===== src/lmcr_pkg.sv =====
// lmcr_pkg: shared types, command codes and constants for the led matrix chain refresher
// no dependencies; imported by lmcr_frame and led_matrix_chain_refresher

package lmcr_pkg;

   // default number of driver chips in the chain
   localparam int CHAIN_LENGTH_DEF = 4;

   // geometry of the pixel store
   localparam int NUM_ROWS  = 8;
   localparam int ROW_W     = 3;
   localparam int BYTE_W    = 8;
   localparam int WORD_W    = 16;
   localparam int COL_W     = 5;
   localparam logic [ROW_W-1:0] LAST_ROW = 3'd7;

   // settings registers
   localparam int NUM_REGS = 5;
   localparam int REG_IDX_W = 3;
   localparam logic [REG_IDX_W-1:0] REG_DISPLAY_TEST  = 3'd0;
   localparam logic [REG_IDX_W-1:0] REG_SCAN_LIMIT    = 3'd1;
   localparam logic [REG_IDX_W-1:0] REG_DECODE_MODE   = 3'd2;
   localparam logic [REG_IDX_W-1:0] REG_INTENSITY     = 3'd3;
   localparam logic [REG_IDX_W-1:0] REG_SHUTDOWN_MODE = 3'd4;
   localparam logic [REG_IDX_W-1:0] LAST_SET          = REG_SHUTDOWN_MODE;

   // chip register addresses, in settings order
   localparam logic [BYTE_W-1:0] ADDR_DISPLAY_TEST  = 8'h0F;
   localparam logic [BYTE_W-1:0] ADDR_SCAN_LIMIT    = 8'h0B;
   localparam logic [BYTE_W-1:0] ADDR_DECODE_MODE   = 8'h09;
   localparam logic [BYTE_W-1:0] ADDR_INTENSITY     = 8'h0A;
   localparam logic [BYTE_W-1:0] ADDR_SHUTDOWN_MODE = 8'h0C;

   // reset values of the settings registers
   localparam logic [BYTE_W-1:0] CFG_RESET [NUM_REGS] = '{8'd0, 8'd7, 8'd0, 8'd1, 8'd1};

   // command codes
   typedef enum logic [2:0] {
      FN_SET_PIXEL   = 3'd0,
      FN_SET_REFRESH = 3'd1,
      FN_REFRESH     = 3'd2,
      FN_CLEAR       = 3'd3,
      FN_INIT        = 3'd4
   } lmcr_func_type;

   // sequencer states
   typedef enum logic [1:0] {
      ST_IDLE,
      ST_SETTINGS,
      ST_LOAD,
      ST_REFRESH
   } lmcr_state_type;

   // write/clear request into the pixel store
   typedef struct packed {
      logic             en;
      logic             clear;
      logic [ROW_W-1:0] row;
      logic [COL_W-1:0] col;
      logic             value;
   } lmcr_wr_type;

endpackage


===== src/lmcr_frame.sv =====
// lmcr_frame: 8-row pixel store, one bit per column of the chain
// depends on lmcr_pkg (lmcr_wr_type, NUM_ROWS, ROW_W)

module lmcr_frame #(
   parameter int ROW_BITS = 8 * lmcr_pkg::CHAIN_LENGTH_DEF
) (
   input  logic                          clock,
   input  logic                          reset,
   input  lmcr_pkg::lmcr_wr_type         wr,
   input  logic [lmcr_pkg::ROW_W-1:0]    rd_row,
   output logic [ROW_BITS-1:0]           rd_data
);
   import lmcr_pkg::*;

   logic [ROW_BITS-1:0] store_ff [NUM_ROWS];
   logic [ROW_BITS-1:0] mask;

   // one-hot column mask for the pixel write
   always_comb begin
      for (int i = 0; i < ROW_BITS; i++) begin
         mask[i] = (wr.col == COL_W'(i));
      end
   end

   // store update: clear wins, then single-pixel write
   always_ff @(posedge clock) begin
      if (reset || wr.clear) begin
         for (int r = 0; r < NUM_ROWS; r++) begin
            store_ff[r] <= '0;
         end
      end else if (wr.en) begin
         if (wr.value) begin
            store_ff[wr.row] <= store_ff[wr.row] | mask;
         end else begin
            store_ff[wr.row] <= store_ff[wr.row] & ~mask;
         end
      end
   end

   assign rd_data = store_ff[rd_row];

endmodule


===== src/led_matrix_chain_refresher.sv =====
// led_matrix_chain_refresher: command sequencer and serial word generator for a
// chain of 8x8 led driver chips; depends on lmcr_pkg and lmcr_frame
//
//   channel  ports                                  direction  use
//   req      req_valid/req_stall, func, pos, value  in         one command per item
//   rsp      rsp_valid/rsp_stall, word, latch, last out        one chain word per item
//   csr      csr_wr_en, csr_index, csr_wdata        in         settings register writes
//
// A refresh first loads the first row into the digit shifter, then emits one word per
// cycle while the output is not stalled, as the row shifter hands out one byte per chip.
// Initialise first emits the settings words, one per chip for each of the 5 registers.
// Reset is synchronous; it clears the pixel store and loads the settings defaults.
// A stalled output holds its word and the sequencer waits; a new command is taken
// while the final word of the previous one still waits in the output register.

module led_matrix_chain_refresher #(
   parameter int CHAIN_LENGTH = lmcr_pkg::CHAIN_LENGTH_DEF
) (
   input  logic                              clock,
   input  logic                              reset,
   // command channel
   input  logic                              req_valid,
   output logic                              req_stall,
   input  logic [2:0]                        req_func,
   input  logic [3:0]                        req_pos_row,
   input  logic [5:0]                        req_pos_col,
   input  logic                              req_pixel_value,
   // word channel
   output logic                              rsp_valid,
   input  logic                              rsp_stall,
   output logic [lmcr_pkg::WORD_W-1:0]       rsp_word,
   output logic                              rsp_latch,
   output logic                              rsp_last,
   // settings write port
   input  logic                              csr_wr_en,
   input  logic [lmcr_pkg::REG_IDX_W-1:0]    csr_index,
   input  logic [lmcr_pkg::BYTE_W-1:0]       csr_wdata
);
   import lmcr_pkg::*;

   localparam int ROW_BITS = BYTE_W * CHAIN_LENGTH;
   localparam int CHIP_W   = (CHAIN_LENGTH > 1) ? $clog2(CHAIN_LENGTH) : 1;
   localparam int CFG_SH_W = NUM_REGS * WORD_W;
   localparam logic [CHIP_W-1:0] LAST_CHIP = CHIP_W'(CHAIN_LENGTH - 1);

   lmcr_state_type state_ff, state_in;

   logic [BYTE_W-1:0]   cfg_ff [NUM_REGS];
   logic [CFG_SH_W-1:0] cfg_sh_ff;
   logic [ROW_BITS-1:0] row_sh_ff;
   logic [CHIP_W-1:0]   chip_ff;
   logic [ROW_W-1:0]    row_ff;
   logic [REG_IDX_W-1:0] set_ff;

   logic                rsp_valid_ff;
   logic [WORD_W-1:0]   rsp_word_ff;
   logic                rsp_latch_ff;
   logic                rsp_last_ff;

   logic                req_accept;
   logic                rsp_accept;
   logic                out_free;
   logic                emit;
   logic                chip_last;
   logic [WORD_W-1:0]   word_in;
   logic                latch_in;
   logic                last_in;
   lmcr_func_type       func;
   logic                pix_ok;
   lmcr_wr_type         wr;
   logic [ROW_W-1:0]    rd_row;
   logic [ROW_BITS-1:0] rd_data;

   assign func       = lmcr_func_type'(req_func);
   assign req_accept = req_valid && !req_stall;
   assign rsp_accept = rsp_valid_ff && !rsp_stall;
   assign out_free   = !rsp_valid_ff || !rsp_stall;
   assign chip_last  = (chip_ff == LAST_CHIP);

   // settings registers
   always_ff @(posedge clock) begin
      if (reset) begin
         for (int i = 0; i < NUM_REGS; i++) begin
            cfg_ff[i] <= CFG_RESET[i];
         end
      end else if (csr_wr_en) begin
         for (int i = 0; i < NUM_REGS; i++) begin
            if (csr_index == REG_IDX_W'(i)) begin
               cfg_ff[i] <= csr_wdata;
            end
         end
      end
   end

   // pixel write and clear requests, taken with the command
   assign pix_ok = (req_pos_row >= 4'd1) && (req_pos_row <= 4'(NUM_ROWS)) &&
                   (req_pos_col >= 6'd1) && (req_pos_col <= 6'(ROW_BITS));

   always_comb begin
      wr.en    = req_accept && pix_ok &&
                 (func == FN_SET_PIXEL || func == FN_SET_REFRESH);
      wr.clear = req_accept && (func == FN_CLEAR || func == FN_INIT);
      wr.row   = ROW_W'(req_pos_row - 4'd1);
      wr.col   = COL_W'(req_pos_col - 6'd1);
      wr.value = req_pixel_value;
   end

   // during a refresh the next row is fetched for the row's last word
   assign rd_row = (state_ff == ST_REFRESH) ? ROW_W'(row_ff + 1'b1) : row_ff;

   lmcr_frame #(
      .ROW_BITS (ROW_BITS)
   ) u_frame (
      .clock   (clock),
      .reset   (reset),
      .wr      (wr),
      .rd_row  (rd_row),
      .rd_data (rd_data)
   );

   // next state
   always_comb begin
      state_in = state_ff;
      case (state_ff)
         ST_IDLE: begin
            if (req_accept) begin
               case (func)
                  FN_SET_REFRESH, FN_REFRESH, FN_CLEAR: state_in = ST_LOAD;
                  FN_INIT:                              state_in = ST_SETTINGS;
                  default:                              state_in = ST_IDLE;
               endcase
            end
         end
         ST_SETTINGS: begin
            if (emit && chip_last && set_ff == LAST_SET) state_in = ST_LOAD;
         end
         ST_LOAD: state_in = ST_REFRESH;
         ST_REFRESH: begin
            if (emit && chip_last && row_ff == LAST_ROW) state_in = ST_IDLE;
         end
         default: state_in = ST_IDLE;
      endcase
   end

   // sequencer outputs: handshake and the word to emit
   always_comb begin
      req_stall = 1'b1;
      emit      = 1'b0;
      word_in   = '0;
      latch_in  = 1'b0;
      last_in   = 1'b0;
      case (state_ff)
         ST_IDLE: req_stall = 1'b0;
         ST_SETTINGS: begin
            emit     = out_free;
            word_in  = cfg_sh_ff[CFG_SH_W-1 -: WORD_W];
            latch_in = chip_last;
         end
         ST_LOAD: ;
         ST_REFRESH: begin
            emit     = out_free;
            word_in  = {BYTE_W'(row_ff) + 8'd1, row_sh_ff[ROW_BITS-1 -: BYTE_W]};
            latch_in = chip_last;
            last_in  = chip_last && (row_ff == LAST_ROW);
         end
         default: ;
      endcase
   end

   // state register
   always_ff @(posedge clock) begin
      if (reset) begin
         state_ff <= ST_IDLE;
      end else begin
         state_ff <= state_in;
      end
   end

   // counters
   always_ff @(posedge clock) begin
      if (reset) begin
         chip_ff <= '0;
         row_ff  <= '0;
         set_ff  <= '0;
      end else if (req_accept) begin
         chip_ff <= '0;
         row_ff  <= '0;
         set_ff  <= '0;
      end else if (emit) begin
         chip_ff <= chip_last ? '0 : CHIP_W'(chip_ff + 1'b1);
         if (chip_last && state_ff == ST_REFRESH)  row_ff <= row_ff + 1'b1;
         if (chip_last && state_ff == ST_SETTINGS) set_ff <= set_ff + 1'b1;
      end
   end

   // settings digit shifter: one address/data pair per chain group
   always_ff @(posedge clock) begin
      if (req_accept) begin
         cfg_sh_ff <= {ADDR_DISPLAY_TEST,  cfg_ff[REG_DISPLAY_TEST],
                       ADDR_SCAN_LIMIT,    cfg_ff[REG_SCAN_LIMIT],
                       ADDR_DECODE_MODE,   cfg_ff[REG_DECODE_MODE],
                       ADDR_INTENSITY,     cfg_ff[REG_INTENSITY],
                       ADDR_SHUTDOWN_MODE, cfg_ff[REG_SHUTDOWN_MODE]};
      end else if (emit && chip_last && state_ff == ST_SETTINGS) begin
         cfg_sh_ff <= cfg_sh_ff << WORD_W;
      end
   end

   // row digit shifter: farthest chip's byte at the top
   always_ff @(posedge clock) begin
      if (state_ff == ST_LOAD) begin
         row_sh_ff <= rd_data;
      end else if (emit && state_ff == ST_REFRESH) begin
         row_sh_ff <= chip_last ? rd_data : (row_sh_ff << BYTE_W);
      end
   end

   // output register
   always_ff @(posedge clock) begin
      if (reset) begin
         rsp_valid_ff <= 1'b0;
      end else if (emit) begin
         rsp_valid_ff <= 1'b1;
      end else if (rsp_accept) begin
         rsp_valid_ff <= 1'b0;
      end
   end

   always_ff @(posedge clock) begin
      if (emit) begin
         rsp_word_ff  <= word_in;
         rsp_latch_ff <= latch_in;
         rsp_last_ff  <= last_in;
      end
   end

   assign rsp_valid = rsp_valid_ff;
   assign rsp_word  = rsp_word_ff;
   assign rsp_latch = rsp_latch_ff;
   assign rsp_last  = rsp_last_ff;

`ifndef SYNTHESIS
   // the closing word of a command always ends a chain group
   a_last_latch: assert property (@(posedge clock) disable iff (reset)
      rsp_valid_ff && rsp_last_ff |-> rsp_latch_ff)
      else $error("last word without latch");

   // settings phase hands over to the refresh after the final group
   a_settings_done: assert property (@(posedge clock) disable iff (reset)
      state_ff == ST_SETTINGS && emit && chip_last && set_ff == LAST_SET
      |=> state_ff == ST_LOAD)
      else $error("settings phase did not end");

   // a row load starts a refresh on the farthest chip
   a_load_start: assert property (@(posedge clock) disable iff (reset)
      state_ff == ST_LOAD |=> state_ff == ST_REFRESH && chip_ff == '0)
      else $error("refresh did not start on first chip");
`endif

endmodule

===== config.mk =====
export PLATFORM = sky130hd
export DESIGN_NAME = led_matrix_chain_refresher
export DESIGN_NICKNAME = d
export VERILOG_FILES = /design/src/lmcr_pkg.sv /design/src/lmcr_frame.sv /design/src/led_matrix_chain_refresher.sv
export SDC_FILE = /design/constraint.sdc
export NUM_CORES = 1
export LEC_CHECK = 0
export BUFFER_PORTS_ARGS = -buffer_cell sky130_fd_sc_hd__buf_2
export CORE_ASPECT_RATIO = 0.6
export CORE_MARGIN = 5
export CORE_UTILIZATION = 36
export CTS_CLUSTER_SIZE = 14
export DETAILED_ROUTE_END_ITERATION = 16
export PLACE_DENSITY = 0.51
export SETUP_SLACK_MARGIN = 0.02
export SYNTH_ARGS = -nofsm -noshare
export SYNTH_HDL_FRONTEND = slang
export SYNTH_SLANG_ARGS = --single-unit

===== constraint.sdc =====
create_clock -name clock -period 5.13 [get_ports clock]
set_input_delay 0.7695 -clock clock [delete_from_list [all_inputs] [get_ports clock]]
set_output_delay 0.7695 -clock clock [all_outputs]
set_load 0.02 [all_outputs]

After elaboration in Yosys (flattened, before gate mapping) --
Memories as Yosys holds them, arrays and structs flattened. Index checks and enable logic that the tools add are counted.
Storage, ports and cells: logic and storage cells 174, RAM bits 296, output and inout port bits 20, bits in registers 118, memories 2, input bits 30
Memories:
- u_frame.store_ff | words 8, bits a word 32, rd ports 2, clocked after memory_dff 0, wr ports 8, line lmcr_frame.sv:15 | logic [ROW_BITS-1:0] store_ff [NUM_ROWS];
- cfg_ff | words 5, bits a word 8, rd ports 5, clocked after memory_dff 0, wr ports 5, line led_matrix_chain_refresher.sv:48 | logic [BYTE_W-1:0] cfg_ff [NUM_REGS];
Operators by class: equal/unequal tests 48, bitwise gates (word level) 9, multiplexer cells 58, reductions and logical operators 36, add/subtract/negate cells 6, $lt $le $gt $ge 4
Operators with widths (count):
- two-way mux 32 bit | 5
- two-way mux 72 bit | 2
- equality test 5 bit, second input constant | 16
- equality test 5 x 4 -> 1 bit, second input constant | 8
- two-way mux 8 bit | 5
- two-way mux 1 bit | 37
- AND 32 bit | 1
- inverter 32 bit | 1
- bitwise OR 32 bit | 1
- OR reduction 32 bit | 1
- one-hot mux 12 bit (2 select lines) | 1
- equality test 5 x 3 -> 1 bit, second input constant | 4
- logical AND 1 bit | 16
- equality test 3 x 2 -> 1 bit, second input constant | 4
- equality test 3 bit, second input constant | 4
- equality test 5 x 2 -> 1 bit, second input constant | 2
- two-way mux 2 bit | 4
- one-hot mux 2 bit (4 select lines) | 1
- adder 3 x 1 -> 3 bit, second input constant | 2
- equality test 2 bit, second input constant | 3
- equality test 3 x 1 -> 1 bit, second input constant | 2
- greater-or-equal comparator 6 x 1 -> 1 bit, second input constant | 1
- less-or-equal comparator 6 bit, second input constant | 1
- zero test 3 bit | 2
- 21 further kinds | 37

Depth between registers and ports, before layout --
Gate-level depths: netlist (run 1).
word-level depth 12, gate-level depth with buffers 10, mapped depth without buffers 7

Hierarchy --
Synthesis (run 1) repeated with hierarchy kept, for this count alone.
Second synthesis, totals: cells, all modules 1407, area, all modules 21135.3 um^2
Modules (own cells, without submodules):
- lmcr_frame | area each 14968.1 um^2, seq. area each 7687.4 um^2, instances 1, cells each 996
- led_matrix_chain_refresher | area each 6167.2 um^2, seq. area each 4224.1 um^2, instances 1, cells each 411

Worst setup path after synthesis (run 1) --
Ideal clock, no wire load.
path kind input port to flip-flop, start in req_pos_row[0], end mem u_frame.store_ff[2][0] (netlist bit), enable pin, data required time 4.741 ns, buffers on the path 2, arrival 3.479 ns, library setup time 0.389 ns, slack 1.262 ns, stages on the path 9, cells stage by stage buf_2 -> inv_1 -> ha_1 -> nor4b_1 -> or4_1 -> a2111oi_4 -> nand2_1 -> clkbuf_1 -> nand2_1
RTL lines:
- start, declared | line led_matrix_chain_refresher.sv:25 | input logic [3:0] req_pos_row,
- end, declared | line lmcr_frame.sv:15

Worst setup path in the final report (run 1) --
start reg state_ff[0], end reg row_sh_ff[18] (data pin)
Between the ends: cells in the longest elaborated chain, start to end 6, elaborated cells between the ends (all ways) 7, classes of those cells eq/ne: 2; mux: 4; memory: 1
RTL lines:
- start, declared | line led_matrix_chain_refresher.sv:46 | lmcr_state_type state_ff, state_in;
- start signal, assigned | line led_matrix_chain_refresher.sv:175 | state_ff <= state_in;
- equality test 2 bit | line led_matrix_chain_refresher.sv:109 | assign rd_row = (state_ff == ST_REFRESH) ? ROW_W'(row_ff + 1'b1) : row_ff;
- two-way mux 3 bit | line led_matrix_chain_refresher.sv:109
- memory (8 x 32 bit)
- two-way mux 32 bit | line led_matrix_chain_refresher.sv:214 | row_sh_ff <= chip_last ? rd_data : (row_sh_ff << BYTE_W);
- two-way mux 32 bit | line led_matrix_chain_refresher.sv:213 | end else if (emit && state_ff == ST_REFRESH) begin
- two-way mux 32 bit * | line led_matrix_chain_refresher.sv:211 | if (state_ff == ST_LOAD) begin
- end signal, assigned | line led_matrix_chain_refresher.sv:212 | row_sh_ff <= rd_data;
- end signal, assigned | line led_matrix_chain_refresher.sv:214
- end, declared | line led_matrix_chain_refresher.sv:50 | logic [ROW_BITS-1:0] row_sh_ff;
Mark *: on every way between the ends. The rest lies on a longest branch, timed or not. The select of a mux whose other input is x is not followed. A chain may end at the register's enable or synchronous reset.

==> results of run 1 <==
power by group through the flow:
stage | Clock (µW) | Combinational (µW) | Sequential, µW
2_1_floorplan | 0 | 1140 | 4440
3_3_place_gp | 0 | 1920 | 4450
3_5_place_dp | 0 | 1940 | 4450
4_1_cts | 3140 | 1940 | 4390
5_1_grt | 3280 | 2110 | 4430
6_report | 3100 | 1950 | 4390
flip-flops by register name, summed over array words and instances, names as in the netlist:
signal / cells
row_ff: 3
u_frame.store_ff: 256
rsp_word: 12
rsp_last: 1
rsp_valid: 1
set_ff: 3
chip_ff: 2
cfg_sh_ff: 51
cfg_ff: 40
state_ff: 2
row_sh_ff: 32
rsp_latch: 1
metal layers:
| metal | wire (µm) | share of wire, % | track usage (%) |
|---|---|---|---|
| met5 | 0 | 0 | 0 |
| met4 | 1010 | 1.6 | 3.99 |
| met3 | 7480 | 12 | 6.11 |
| met2 | 25400 | 39 | 28.7 |
| met1 | 30600 | 47 | 33.5 |
cells by family (layout without fill, tap and decap cells):
| group | Yosys count | in the layout | share of synthesized area [%] |
|---|---|---|---|
| other | 1 | 5 | 0.0190 |
| multiplexers | 108 | 108 | 8.14 |
| AND/OR/NAND/NOR | 913 | 913 | 19.8 |
| AO/OA/AOI/OAI | 185 | 185 | 7.70 |
| buffers and inverters | 136 | 184 | 2.93 |
| adder cells (fa/ha/maj) | 14 | 14 | 0.886 |
| flip-flops | 404 | 404 | 60.2 |
| XOR/XNOR | 5 | 5 | 0.260 |
per-stage QoR:
step           utilization, %  instance area, µm²  instances
2_1_floorplan               -               19800       1769
3_3_place_gp             38.6               21000       2457
3_5_place_dp             38.6               21000       2457
4_1_cts                  41.1               22300       2531
5_1_grt                  41.1               22300       2531
6_report                 41.1               22300       2532
placed cells by master (no fill, tap or decap), types with 7 or more instances in the layout:
cell type	n
nand3_1	106
nand2b_1	12
and3_1	10
ha_1	14
mux4_2	42
a32oi_1	18
edfxtp_1	382
clkinv_2	11
a32oi_2	15
and2_1	12
dfxtp_1	22
a22oi_1	18
o21ai_0	59
nand2_1	391
a21oi_1	28
buf_2	45
nand4_1	27
nand3b_1	11
a21oi_4	9
a22o_1	10
nand2_2	16
nor2_1	270
mux2i_1	63
buf_12	7
nor2b_1	21
buf_4	47
inv_1	11
clkbuf_16	42
layout make-up:
type / count / area [µm²] / area share, %
diodes: 1 / 2.50 / 0.0112
clock buffers: 50 / 1100 / 4.94
clock inverters: 24 / 245 / 1.10
inverters: 11 / 41.3 / 0.185
multi-input cells: 1229 / 7390 / 33.1
flip-flops and latches: 404 / 11900 / 53.4
well taps: 714 / 893 / 4.01
repair buffers: 99 / 718 / 3.22
worst paths after layout:
check                start            end  slack (ns)  cells past startpoint
max            state_ff[0]  row_sh_ff[18]        1.22                      6
min          cfg_sh_ff[40]  cfg_sh_ff[40]        0.44                      2
max reg2reg    state_ff[0]  row_sh_ff[18]        1.22                      6
min reg2reg  cfg_sh_ff[40]  cfg_sh_ff[40]        0.44                      2
worst register-to-register path, cell delays in order (launching register included):
cell and delay (ns):
dfxtp_1 0.36, ha_1 0.80, mux2i_4 1.13, nand2_1 0.18
nand3_1 0.14, nand4_1 0.10, o21ai_0 0.85
==> impl_metrics.json, run 1 <==
{
  "worstHoldPathType": "flip-flop to flip-flop",
  "place_congestion": 0.878,
  "synthArstFlopShare_pct": 0,
  "cts_setup_buffers": 0,
  "seqPwrFrac_pct": 46.5,
  "io_buffers": 45,
  "cts_sinks": 404,
  "avgViaCountPerCell": 5.70,
  "grt_pass1_wl_um": 94100,
  "critPathBufInv": 0,
  "drc": 0,
  "power_leakage_uw": 0.00793,
  "yosys-top-cells-area": "edfxtp_1, nand2_1, nor2_1, mux4_2, mux2i_1",
  "wl_per_cell_um": 25.5,
  "synth.largest_area_cell": "edfxtp_1",
  "row_count": 66,
  "fin_crit_ns": 3.91,
  "tns_ns": 0,
  "cp_max_fo": 31,
  "finalHoldViolCount": 0,
  "drive_gt1_share_pct": 15.1,
  "maxSlewHeadroom_pct": 14.4,
  "nets": 1829,
  "status": "finished, final reports clean",
  "powerDensity_nw_per_um2": 423,
  "clockBufferDepth": 3,
  "core_area_um2": 54300,
  "ir_drop_mv": 0.205,
  "setup_viol_count_final": 0,
  "ys_top_cells_by_count": "nand2_1, edfxtp_1, nor2_1",
  "cts.clk_slew.worst_paths_ns": 0.07,
  "yosysSeqAreaShare_pct": 60.2,
  "die_area_um2": 59900,
  "yosysWarnings": 0,
  "ctsHoldBuffers": 0,
  "fin_total_pwr_uw": 9440,
  "worstPathArrival_ns": 4.11,
  "crit_family": "multiplexers",
  "rsz0062_at_grt": "false",
  "netSwitchingFraction_pct": 30.7,
  "wl_um": 64500,
  "internal_power_uw": 6540,
  "fin_crit_sh_pct": 76.2,
  "skew_ns": 0.0178,
  "end_kind": "flip-flop",
  "worstSetupPathType": "flip-flop to flip-flop",
  "p_switching_uw": 2890,
  "io_pins": 50,
  "fmax_ghz": 0.256,
  "die_x_um": 313,
  "comb_power_share_pct": 20.6,
  "synth_top_area_share_pct": 58.0,
  "synth_flop_cell": "edfxtp_1",
  "first_global_vias": 13711,
  "drtIter0Drc": 2013,
  "hold_ws_ns": 0.443,
  "h-tree-depth": 2,
  "tightest_slew_ns": 1.26,
  "slowest_stage": "mux2i_4",
  "ant_nets": 0,
  "die_y_um": 192,
  "finalMaxSlewViolations": 0,
  "grt_max_degree": 75,
  "avgSynthCellArea_um2": 11.2,
  "crit_required_ns": 5.33,
  "clockPowerShare_pct": 32.9,
  "netlist_area_um2": 19800,
  "path_cells": "ha_1 -> mux2i_4 -> nand2_1 -> nand3_1 -> nand4_1 -> o21ai_0",
  "cp-start-kind": "flip-flop",
  "synth_edf_count": 382,
  "grt-ovfl-total": 0,
  "fillers": 5172,
  "vias": 14445,
  "ctsResizeCount": 0,
  "ys_types": 57,
  "timing.final.ws_setup_ns": 1.22,
  "start_util_pct": 36.4,
  "maxCapViolations": 0,
  "place_ws_ns": 1.24,
  "areaGrowthSynthToFinish_pct": 12.8,
  "dp_hpwl_um": 40900,
  "antenna_found_initial": 4,
  "root_buffer": "clkbuf_16",
  "dr.pass1.iters": 5,
  "ys_seq_elements": 404,
  "max_stage_delay_ns": 1.13,
  "cts_tree": "built",
  "clk_latency_ns": 0.56,
  "synth.most_common_cell": "nand2_1",
  "syn_inst": 1766,
  "grt_usage_pct": 21.2,
  "numCtsBuffers": 40
}
Power figures use the tool's default switching activity.
==> inputs of run 2 (changes only) <==
--- a/config.mk
+++ b/config.mk
@@ -5,6 +5,7 @@
 export SDC_FILE = /design/constraint.sdc
 export NUM_CORES = 1
 export LEC_CHECK = 0
+export ABC_AREA = 1
 export BUFFER_PORTS_ARGS = -buffer_cell sky130_fd_sc_hd__buf_2
 export CORE_ASPECT_RATIO = 0.6
 export CORE_MARGIN = 5
==> constraint.sdc (replaced) <==
create_clock -name clock -period 3.71 [get_ports clock]
set_input_delay 0.5565 -clock clock [delete_from_list [all_inputs] [get_ports clock]]
set_output_delay 0.5565 -clock clock [all_outputs]
set_load 0.02 [all_outputs]
==> run 2 against run 1 <==
  * Total power increased by 47%
  * Routed wire length increased by 5.1%
  * Setup slack got worse by 0.64 ns
  * Via count increased by 18%
  * Clock power increased by 31%
  * Flip-flop and latch count unchanged
  * Global-route usage decreased by 0.25 points
  * Utilization decreased by 1.2 points
  * Hold slack got worse by 0.15 ns
  * Highest routed layer unchanged
==> impl_metrics.json, run 2 <==
{
  "hold_depth": 2,
  "final_cell_mix": "nand2_1, nor2_1, edfxtp_1",
  "place_congestion": 0.846,
  "cts_sinks": 404,
  "critPathBufInv": 2,
  "avgSynthCellArea_um2": 8.62,
  "layout_commonest_cell": "nand2_1",
  "clk_latency_ns": 0.54,
  "ys_top_cells_by_count": "nand2_1, nor2_1, edfxtp_1",
  "crit_required_ns": 4.07,
  "cts_setup_buffers": 0,
  "fin_crit_sh_pct": 84.3,
  "rrSetupSlack_ns": 0.58,
  "grt_max_degree": 183,
  "status": "finished, final reports clean",
  "slowest_stage": "ha_1",
  "tns_ns": 0,
  "first_global_vias": 15939,
  "max_stage_delay_ns": 0.78,
  "crit_family": "adder cells",
  "numCtsBuffers": 41,
  "h-tree-depth": 2,
  "finalMaxSlewViolations": 0,
  "ys_types": 40,
  "yosysSeqAreaShare_pct": 56.0,
  "ir_drop_mv": 0.326,
  "dr.pass1.iters": 5,
  "die_x_um": 324,
  "die_area_um2": 64200,
  "finalHoldViolCount": 0,
  "skew_ns": 0.0128,
  "ctsResizeCount": 0,
  "drc": 0,
  "ys_seq_elements": 404,
  "path_depth": 8,
  "io_buffers": 45,
  "maxCapViolations": 0,
  "cp_max_fo": 39,
  "drtIter0Drc": 2017,
  "rsz0062_at_grt": "false",
  "reg2reg_to": "row_sh_ff[7]",
  "reg2reg_depth": 8,
  "synth.largest_area_cell": "edfxtp_1",
  "areaGrowthSynthToFinish_pct": 10.4,
  "antenna_found_initial": 1,
  "start_util_pct": 36.1,
  "cts.clk_slew.worst_paths_ns": 0.07,
  "synth_top_area_share_pct": 54.0,
  "ant_nets": 0,
  "yosys-top-cells-area": "edfxtp_1, nand2_1, nor2_1, o21ai_0, nand3_1",
  "cp-start-kind": "flip-flop",
  "worstPathArrival_ns": 3.49,
  "synth_edf_count": 382,
  "fmax_ghz": 0.320,
  "largest_register_ffs": 256,
  "io_pins": 50,
  "die_y_um": 198,
  "multi_input_area_um2": 7700,
  "clockBufferDepth": 3,
  "vias": 17069,
  "path_cells": "ha_1 -> ha_4 -> buf_4 -> buf_4 -> nand2_1 -> nand3_1 -> o211ai_1 -> a21oi_1",
  "worstSetupPathType": "flip-flop to flip-flop",
  "end_kind": "flip-flop",
  "cts_tree": "built",
  "synth_flop_cell": "edfxtp_1",
  "avgViaCountPerCell": 5.22,
  "seq_area_um2": 11900,
  "root_buffer": "clkbuf_16",
  "row_count": 69,
  "crit_top_cell": "buf_4",
  "core_area_um2": 58800,
  "synthArstFlopShare_pct": 0,
  "drive_gt1_share_pct": 8.85,
  "ctsHoldBuffers": 0,
  "grt_usage_pct": 20.9,
  "tightest_slew_ns": 0.917,
  "fillers": 5876,
  "nets": 2504,
  "synth.most_common_cell": "nand2_1",
  "setup_viol_count_final": 0,
  "fin_crit_ns": 3.13,
  "wl_um": 67900,
  "grt-ovfl-total": 0,
  "dp_hpwl_um": 40100,
  "startpoint": "state_ff[0]",
  "hold_ws_ns": 0.289,
  "wl_per_cell_um": 20.8,
  "rr_startpoint": "state_ff[0]",
  "powerDensity_nw_per_um2": 592,
  "largest_register": "u_frame.store_ff",
  "power_leakage_uw": 0.00951,
  "min_to": "rsp_valid",
  "syn_inst": 2464,
  "grt_pass1_wl_um": 102000,
  "yosysWarnings": 0,
  "hold_start": "reset",
  "netlist_area_um2": 21300,
  "worstHoldPathType": "input port to flip-flop",
  "reg.largest.list": "u_frame.store_ff (256), cfg_sh_ff (51), cfg_ff (40)",
  "maxSlewHeadroom_pct": 38.9
}
[run 2: report_power, final]
group	internal (µW)	switching [µW]	total, µW
Clock	2300	1770	4070
Combinational	938	2570	3510
Sequential	6030	284	6310
Total	9270	4620	13900
[run 2: worst max path at each step]
stage | to | slack [ns]
finish | row_sh_ff[7] | 0.58
detailed placement | row_sh_ff[7] | 0.64
floorplan | u_frame.store_ff[5][0] | 0.35
global placement | row_sh_ff[7] | 0.64
CTS | row_sh_ff[7] | 0.62
global route | row_sh_ff[24] | 0.33
[run 2: kinds of logic after synthesis]
logic type | share of synthesized area, %
and+or+nand+nor | 26.1
adders and majority gates | 0.824
AOI/OAI and AO/OA | 8.86
DFF | 56.0
buffers and inverters | 8.12
other | 0.0176
[run 2: layer usage]
layer	part of all wire (%)	wire [µm]	GRT usage [%]
met5	0	0	0
met4	1.9	1260	4.08
met3	9.9	6750	4.40
met2	40	27300	29.6
met1	48	32600	33.0
[run 2: stage by stage]
| stage | util (%) | total power (µW) | std cells | setup slack (ns) | instance area [µm²] |
|---|---|---|---|---|---|
| finish | 39.9 | 13900 | 3269 | 0.582 | 23500 |
| global placement | 37.8 | 9860 | 3198 | 0.636 | 22200 |
| global route | 39.9 | 14600 | 3269 | 0.330 | 23500 |
| floorplan | - | 8500 | 2467 | 0.354 | 21300 |
| detailed placement | 37.8 | 9890 | 3198 | 0.641 | 22200 |
| CTS | 39.9 | 14000 | 3268 | 0.616 | 23500 |
[run 2: final cells by class]
type                    instances  area share [%]
clock buffers                  51            4.53
multi-input cells            1690            32.8
repair buffers                102            3.34
inverters                     221            3.54
clock inverters                19           0.795
well taps                     781            4.17
flip-flops and latches        404            50.8
diodes                          1          0.0107
==> inputs of run 3 (changes only) <==
==> constraint.sdc (replaced) <==
create_clock -name clock -period 3.23 [get_ports clock]
set_input_delay 0.4845 -clock clock [delete_from_list [all_inputs] [get_ports clock]]
set_output_delay 0.4845 -clock clock [all_outputs]
set_load 0.02 [all_outputs]
==> run 3 against run 2 <==
  * Utilization rose by 0.49 points
  * Die area unchanged
  * Setup slack got worse by 0.24 ns
  * Routed wire length increased by 2.6%
  * First-iteration DRC count up 9.1%
  * Flip-flop and latch count unchanged
  * Cell count up 0.52%
  * Critical path depth up 4
  * Critical endpoint is now u_frame.store_ff[2][30]
  * Register-to-register slack worse by 0.24 ns
  * Non-clock buffer count rose by 14
==> impl_metrics.json, run 3 (synthesis gave the netlist of run 2 again) <==
{
  "numCtsBuffers": 41,
  "core_area_um2": 58800,
  "grt_max_degree": 232,
  "die_area_um2": 64200,
  "setup_viol_count_final": 0,
  "place_congestion": 0.861,
  "avgViaCountPerCell": 5.20,
  "cts_setup_buffers": 0,
  "final_area_um2": 23700,
  "h-tree-depth": 2,
  "fin_crit_sh_pct": 89.5,
  "worstSetupPathType": "flip-flop to flip-flop",
  "antenna_found_initial": 0,
  "wl_per_cell_um": 21.2,
  "dr.pass1.iters": 5,
  "dp_hpwl_um": 41700,
  "post-place-cells": 3212,
  "final_cell_mix": "nand2_1, nor2_1, edfxtp_1",
  "io_buffers": 45,
  "fmax_ghz": 0.346,
  "cts_tree": "built",
  "p_switching_uw": 5470,
  "first_global_vias": 16235,
  "fin_total_pwr_uw": 16400,
  "maxSlewHeadroom_pct": 30.3,
  "internal_power_uw": 10900,
  "drc": 0,
  "ir_drop_mv": 0.536,
  "clockBufferDepth": 3,
  "placement.cell_area_um2": 22400,
  "power_leakage_uw": 0.00966,
  "seqPwrFrac_pct": 44.1,
  "ant_nets": 0,
  "largest_register_ffs": 256,
  "cp_max_fo": 18,
  "clk_latency_ns": 0.57,
  "die_y_um": 198,
  "areaGrowthSynthToFinish_pct": 11.7,
  "rsz0062_at_grt": "false",
  "maxCapViolations": 0,
  "row_count": 69,
  "tns_ns": 0,
  "io_pins": 50,
  "grt_usage_pct": 21.6,
  "fin_cells": 3286,
  "worstHoldPathType": "input port to flip-flop",
  "ctsHoldBuffers": 0,
  "tightest_slew_ns": 1.05,
  "root_buffer": "clkbuf_16",
  "largest_register": "u_frame.store_ff",
  "clockPowerShare_pct": 30.1,
  "ctsResizeCount": 0,
  "crit_required_ns": 3.52,
  "diodes": 0,
  "start_util_pct": 36.1,
  "skew_ns": 0.0113,
  "wl_um": 69600,
  "drive_gt1_share_pct": 9.66,
  "grt_pass1_wl_um": 104000,
  "powerDensity_nw_per_um2": 689,
  "comb_power_share_pct": 25.8,
  "netSwitchingFraction_pct": 33.5,
  "end_kind": "flip-flop",
  "grt-ovfl-total": 0,
  "reg.largest.list": "u_frame.store_ff (256), cfg_sh_ff (51), cfg_ff (40)",
  "fin_crit_ns": 2.89,
  "finalHoldViolCount": 0,
  "die_x_um": 324,
  "nets": 2518,
  "layout_commonest_cell": "nand2_1",
  "cp-start-kind": "flip-flop",
  "finalMaxSlewViolations": 0,
  "cts_sinks": 404,
  "drtIter0Drc": 2200,
  "worstPathArrival_ns": 3.18,
  "vias": 17085,
  "status": "finished, final reports clean",
  "cts.clk_slew.worst_paths_ns": 0.07
}
## run 3: path summary, 6_finish.rpt
| check | startpoint | to | slack, ns | cells after the start |
|---|---|---|---|---|
| worst max-delay path | state_ff[1] | u_frame.store_ff[2][30] | 0.34 | 12 |
| worst min-delay path | reset | rsp_valid | 0.14 | 2 |
| worst max register to register | state_ff[1] | u_frame.store_ff[2][30] | 0.34 | 12 |
| worst min register to register | cfg_sh_ff[40] | cfg_sh_ff[40] | 0.45 | 2 |
## run 3: metal layers
metal	vias to the layer above	GRT usage (%)	wire, µm
met5	-	0	0
met1	8184	33.9	33900
li1	8092	-	-
met3	113	4.67	6480
met2	696	30.0	27700
met4	0	5.12	1460
## run 3: worst max-delay path, stage by stage (launching register included)
cell and delay (ns):
dfxtp_1 0.34, inv_1 0.13, ha_1 0.22, nand2_2 0.08, nor3_1 0.16, buf_4 0.17, nand3_1 0.11, nor2_4 0.48
buf_4 0.24, buf_12 0.18, nand3_1 0.12, nand2_1 0.31, nor2_1 0.08
## run 3: layout make-up
cell class	instances	area, µm²
clock buffer	44	1040
clock inverter	30	297
fill	5852	35000
inverter	221	830
multi-input combinational	1690	7700
sequential	404	11900
tap	781	977
timing repair buffer	116	990
## run 3: stage by stage
| stage | hold slack [ns] | worst slack [ns] | util [%] |
|---|---|---|---|
| 2_1_floorplan | 0.419 | 0.0508 | - |
| 3_3_place_gp | 0.429 | 0.318 | 38.1 |
| 3_5_place_dp | 0.435 | 0.367 | 38.1 |
| 4_1_cts | 0.117 | 0.352 | 40.4 |
| 5_1_grt | 0.138 | 0.192 | 40.4 |
| 6_report | 0.144 | 0.340 | 40.4 |
## run 3: power by group through the flow
| stage | Combinational, µW | Sequential (µW) | Clock (µW) |
|---|---|---|---|
| floorplan | 2430 | 7330 | 0 |
| global placement | 4160 | 7280 | 0 |
| detailed placement | 4190 | 7310 | 0 |
| CTS | 4210 | 7210 | 5030 |
| global route | 4630 | 7280 | 5240 |
| finish | 4220 | 7210 | 4930 |
